**src/design/pbs_pkg.sv**
```systemverilog
// shared constants, types and helpers for the particle bounce step unit
package pbs_pkg;

  localparam int MAX_WALLS = 4;

  // configuration register indexes
  localparam logic [2:0] REG_CANVAS_W = 3'd0;
  localparam logic [2:0] REG_CANVAS_H = 3'd1;
  localparam logic [2:0] REG_WALL_CNT = 3'd2;
  localparam logic [2:0] REG_WALL_A   = 3'd3;
  localparam logic [2:0] REG_WALL_B   = 3'd4;
  localparam logic [2:0] REG_WALL_C   = 3'd5;
  localparam logic [2:0] REG_WALL_D   = 3'd6;

  localparam logic [15:0] CANVAS_W_RST = 16'd20480;
  localparam logic [15:0] CANVAS_H_RST = 16'd11520;

  // divider geometry: numerator, divisor and quotient bits
  localparam int DIV_NUM_W = 58;
  localparam int DIV_DEN_W = 34;
  localparam int DIV_QUO_W = 22;

  // item fields carried alongside the wall arithmetic
  typedef struct packed {
    logic [15:0]        px;
    logic [15:0]        py;
    logic [15:0]        nx;
    logic [15:0]        ny;
    logic signed [19:0] vx;
    logic signed [19:0] vy;
    logic               hit;
  } side_t;

  // saturate a 24 bit signed value to 20 bits
  function automatic logic signed [19:0] sat20(input logic signed [23:0] v);
    logic signed [19:0] r;
    if (v > 24'sd524287) r = 20'sd524287;
    else if (v < -24'sd524288) r = -20'sd524288;
    else r = v[19:0];
    return r;
  endfunction

  // negate with saturation
  function automatic logic signed [19:0] neg20(input logic signed [19:0] v);
    logic signed [19:0] r;
    if (v == -20'sd524288) r = 20'sd524287;
    else r = -v;
    return r;
  endfunction

  // clamp a 24 bit signed value to the position range
  function automatic logic [15:0] clamp16(input logic signed [23:0] v);
    logic [15:0] r;
    if (v < 24'sd0) r = 16'd0;
    else if (v > 24'sd65535) r = 16'hffff;
    else r = v[15:0];
    return r;
  endfunction

endpackage

```
**src/design/pbs_div.sv**
```systemverilog
// pipelined restoring divider, one quotient bit per stage, floor rounding
module pbs_div #(
  parameter int NumW = pbs_pkg::DIV_NUM_W,
  parameter int DenW = pbs_pkg::DIV_DEN_W,
  parameter int QuoW = pbs_pkg::DIV_QUO_W
) (
  input  logic                   clk_i,
  input  logic                   en_i,
  input  logic signed [NumW-1:0] num_i,
  input  logic [DenW-1:0]        den_i,
  output logic signed [QuoW:0]   quo_o
);

  localparam int CW = (NumW > DenW + QuoW) ? NumW : DenW + QuoW;

  logic [CW-1:0]   r_q [QuoW+1];
  logic [DenW-1:0] d_q [QuoW+1];
  logic [QuoW-1:0] q_q [QuoW+1];
  logic            n_q [QuoW+1];

  logic signed [NumW-1:0] num_abs;
  logic [QuoW:0]          q_up;

  // magnitude and sign at the entry
  assign num_abs = num_i[NumW-1] ? -num_i : num_i;

  always_ff @(posedge clk_i) begin
    if (en_i) begin
      r_q[0] <= CW'($unsigned(num_abs));
      d_q[0] <= den_i;
      q_q[0] <= '0;
      n_q[0] <= num_i[NumW-1];
    end
  end

  // one trial subtraction per stage, most significant quotient bit first
  for (genvar k = 0; k < QuoW; k++) begin : g_stage
    logic [CW-1:0] dsh;
    logic [CW-1:0] diff;
    logic          ge;
    assign dsh  = CW'(d_q[k]) << (QuoW - 1 - k);
    assign ge   = r_q[k] >= dsh;
    assign diff = r_q[k] - dsh;
    always_ff @(posedge clk_i) begin
      if (en_i) begin
        r_q[k+1] <= ge ? diff : r_q[k];
        d_q[k+1] <= d_q[k];
        q_q[k+1] <= q_q[k] | (ge ? (QuoW'(1) << (QuoW - 1 - k)) : '0);
        n_q[k+1] <= n_q[k];
      end
    end
  end

  // floor for negative numerators rounds the magnitude up
  assign q_up  = {1'b0, q_q[QuoW]} + (QuoW+1)'(r_q[QuoW] != '0);
  assign quo_o = n_q[QuoW] ? -$signed(q_up) : $signed({1'b0, q_q[QuoW]});

endmodule

```
**config.mk**
```make
export PLATFORM = sky130hd
export DESIGN_NAME = pbs_div
export DESIGN_NICKNAME = d
export VERILOG_FILES = /design/src/design/pbs_pkg.sv /design/src/design/pbs_div.sv
export SDC_FILE = /design/constraint.sdc
export NUM_CORES = 2
export LEC_CHECK = 0
export ABC_CLOCK_PERIOD_IN_PS = 13100
export BUFFER_PORTS_ARGS = -buffer_cell sky130_fd_sc_hd__buf_4
export CAP_MARGIN = 40
export CORE_ASPECT_RATIO = 0.8
export CORE_UTILIZATION = 60
export CTS_BUF_LIST = sky130_fd_sc_hd__clkbuf_2 sky130_fd_sc_hd__clkbuf_4 sky130_fd_sc_hd__clkbuf_8
export DETAILED_ROUTE_END_ITERATION = 12
export PLACE_DENSITY_LB_ADDON = 0.12
export SLEW_MARGIN = 20
export SYNTH_ARGS = -nofsm -noshare
export SYNTH_HDL_FRONTEND = slang
export SYNTH_SLANG_ARGS = --single-unit
```
**constraint.sdc**
```tcl
create_clock -name clk_i -period 13.1 [get_ports clk_i]
set_clock_uncertainty 0.2 [all_clocks]
set_input_delay 1.31 -clock clk_i [delete_from_list [all_inputs] [get_ports clk_i]]
set_output_delay 1.31 -clock clk_i [all_outputs]
set_load 0.05 [all_outputs]
```
==> out/results.tsv <==
metric	value	unit
synth.most_common_cell	edfxtp_1	
hold_violations	0	
n_fill_cell	16400	
path_max_fanout	3	
fmax	0.145	GHz
synth_cell_types	91	
synth_edf_count	2358	
synth.largest_area_cell	edfxtp_1	
relSlewSlack	0.252	
hold_buffers	0	
post_cts_resized	0	
worstSetupStartpointType	flip-flop	
synth_common_cells	edfxtp_1, a21oi_1, inv_1, nor2_1, ha_1	
start_util	0.606	
cp.required	11.59	ns
grt_first_pass_wirelength	509	mm
synthTopCellsByArea	edfxtp_1, ha_1, a21oi_1, xnor2_1, xor2_1	
synth_cells	11800	
tns	0	ns
die_w	523	microns
reg2reg_depth	14	
drive_gt1_frac	0.0847	
path_depth	19	
numPortBuffers	116	
wl_per_cell	21.9	microns
yosysTopAreaCellShare	0.543	
ys_seq_elements	2358	
clock_path_buffers	4	
post-route-drc-count	0	
antenna_left	0	
p_total	0.0313	W
clk_latency	0.99	ns
ys.flop_type	edfxtp_1	
maxCapViolCount	0	
final_max_slew_viol_count	0	
syn_avg_cell_area	11.0	sq um
core	215000	sq um
arrival	5.41	ns
drt_wl_total	332	mm
cts-root-buf	clkbuf_8	
layout_min_cycle_time	6.92	ns
track_usage	0.298	
synth_nets	12700	
endpoint_kind	output port	
critical_path_buf_inv_count	2	
path_class	reg2out	
worst_path_max_delay_cell	nor4_1	
antenna_found_initial	17	
ys_async_sr_fraction	0	
firstDrtPassIters	9	
worstMarginPinSlew	1.12	ns
die_h	419	microns
core.rowCount	152	
powerDensity	220	nW/um^2
dieArea	219000	sq um
synth_warnings	0	
avgViaCountPerCell	6.12	
yosysSeqAreaShare	0.543	
grt_max_degree	179	
place.gp.congestion	0.954	
layout.nets	12900	
htreeDepth	5	
cts_buffers	373	
cpPeakStageDelay	0.42	ns
path_clk_slew	0.06	ns
whs_path_depth	0	
outcome	finished, final reports clean	
syn_area	130000	sq um
clock_sinks	2358	
post-cts-setup-buffers	0	
path_cells	nor4_1, nand4_1, nor4_1, ha_1, ha_1, inv_1, ha_1, o21bai_1, a21oi_1, o21a_1, nor3_1, nor4_1, o31ai_1, o21ai_0, nand2b_1, a311oi_1, xnor2_1, mux2_2, buf_4	
grt_overflow	0	
ir_drop	0.000139	V
period_share	0.528	
drt_iter0_drc	9699	
leakage	56.1	nW
cts_tree	built	
rsz0062_at_grt	no	
routed-via-count	92900	
grt_pass1_vias	88600	
path_delay_family	simple AND/OR/NAND/NOR gates	
boundaryPins	117	
hold_path_class	reg2reg	
place.detailed.hpwl	250	mm
synthToLayoutAreaGrowth	8.94	%
finalSetupViolCount	0	
## cell usage in the layout (no fill, tap or decap), types with 378 or more instances in the layout
| master | instances |
|---|---|
| clkbuf_8 | 378 |
| inv_1 | 973 |
| a21o_1 | 427 |
| edfxtp_1 | 2358 |
| xnor2_1 | 571 |
| ha_1 | 773 |
| xor2_1 | 432 |
| nand2_1 | 760 |
| a21oi_1 | 1114 |
| o21ai_0 | 614 |
| nor2_1 | 928 |
## worst paths after layout
kind | start | endpoint | slack, ns
max | r_q[2][349] | quo_o[21] | 6.18
min | q_q[2][14] | q_q[2][36] | 0.21
max reg2reg | r_q[0][372] | r_q[0][461] | 7.62
min reg2reg | q_q[2][14] | q_q[2][36] | 0.21
## report_power, final
part	leakage (nW)	total (W)	switching (W)	internal (W)
Clock	3.89	0.00634	0.00296	0.00337
Combinational	29.4	0.0129	0.00758	0.00532
Sequential	22.8	0.0120	0.00129	0.0107
Total	56.1	0.0313	0.0118	0.0194
## stage by stage
stage | area [sq um] | util | hold slack (ns) | std cells | setup slack, ns
after detailed placement | 134000 | 0.625 | 0.205 | 14500 | 7.18
after floorplan | 130000 | - | 0.200 | 11800 | 7.96
after global placement | 134000 | 0.624 | 0.201 | 14500 | 7.27
final | 142000 | 0.660 | 0.208 | 15200 | 6.18
after global routing | 142000 | 0.660 | 0.215 | 15200 | 5.63
after CTS | 142000 | 0.659 | 0.198 | 15200 | 6.07
## final cells by class
| type | count | area [sq um] | share of cell area |
|---|---|---|---|
| Antenna cell | 10 | 25.0 | 0.000176 |
| Tap cell | 2849 | 3560 | 0.0251 |
| Sequential cell | 2358 | 70800 | 0.499 |
| Clock inverter | 169 | 1290 | 0.00911 |
| Inverter | 977 | 3670 | 0.0258 |
| Timing Repair Buffer | 209 | 1890 | 0.0133 |
| Multi-Input combinational cell | 8118 | 54700 | 0.385 |
| Clock buffer | 491 | 6050 | 0.0426 |
## cell families (layout without fill, tap and decap cells)
family / after synthesis / count (layout) / share of synthesized area
and+or+nand+nor: 3164 / 3164 / 0.118
AOI/OAI and AO/OA: 3004 / 3004 / 0.142
DFF: 2358 / 2358 / 0.543
buffers and inverters: 1323 / 1846 / 0.0381
xor gates and xnor gates: 1003 / 1003 / 0.0674
adders and majority gates: 795 / 795 / 0.0776
muxes: 152 / 152 / 0.0131
other: 0 / 10 / 0
## routing by layer
| metal | GRT usage | part of all wire | vias to the layer above |
|---|---|---|---|
| li1 | - | - | 44000 |
| met1 | 0.423 | 0.45 | 44900 |
| met2 | 0.466 | 0.45 | 3390 |
| met3 | 0.0591 | 0.077 | 591 |
| met4 | 0.0791 | 0.026 | 8 |
| met5 | 0.00775 | 0.00080 | - |
## flip-flops by register name (all words and copies together) (netlist names)
| signal | count |
|---|---|
| n_q | 23 |
| d_q | 748 |
| q_q | 253 |
| r_q | 1334 |
## worst register-to-register path: stages, from the launching register on
cell and delay [ns]:
edfxtp_1 0.39, ha_1 0.36, nand3_1 0.17, nor3_1 0.52
o221ai_1 0.34, a21boi_0 0.41, nand4b_1 0.18, nand2_1 0.14
o221ai_1 0.49, a21boi_0 0.34, clkinv_1 0.54, buf_4 0.46
nand3_1 0.28, nor4_1 0.29, xor2_1 0.12
No activity file was read; power rests on OpenSTA's default activity.
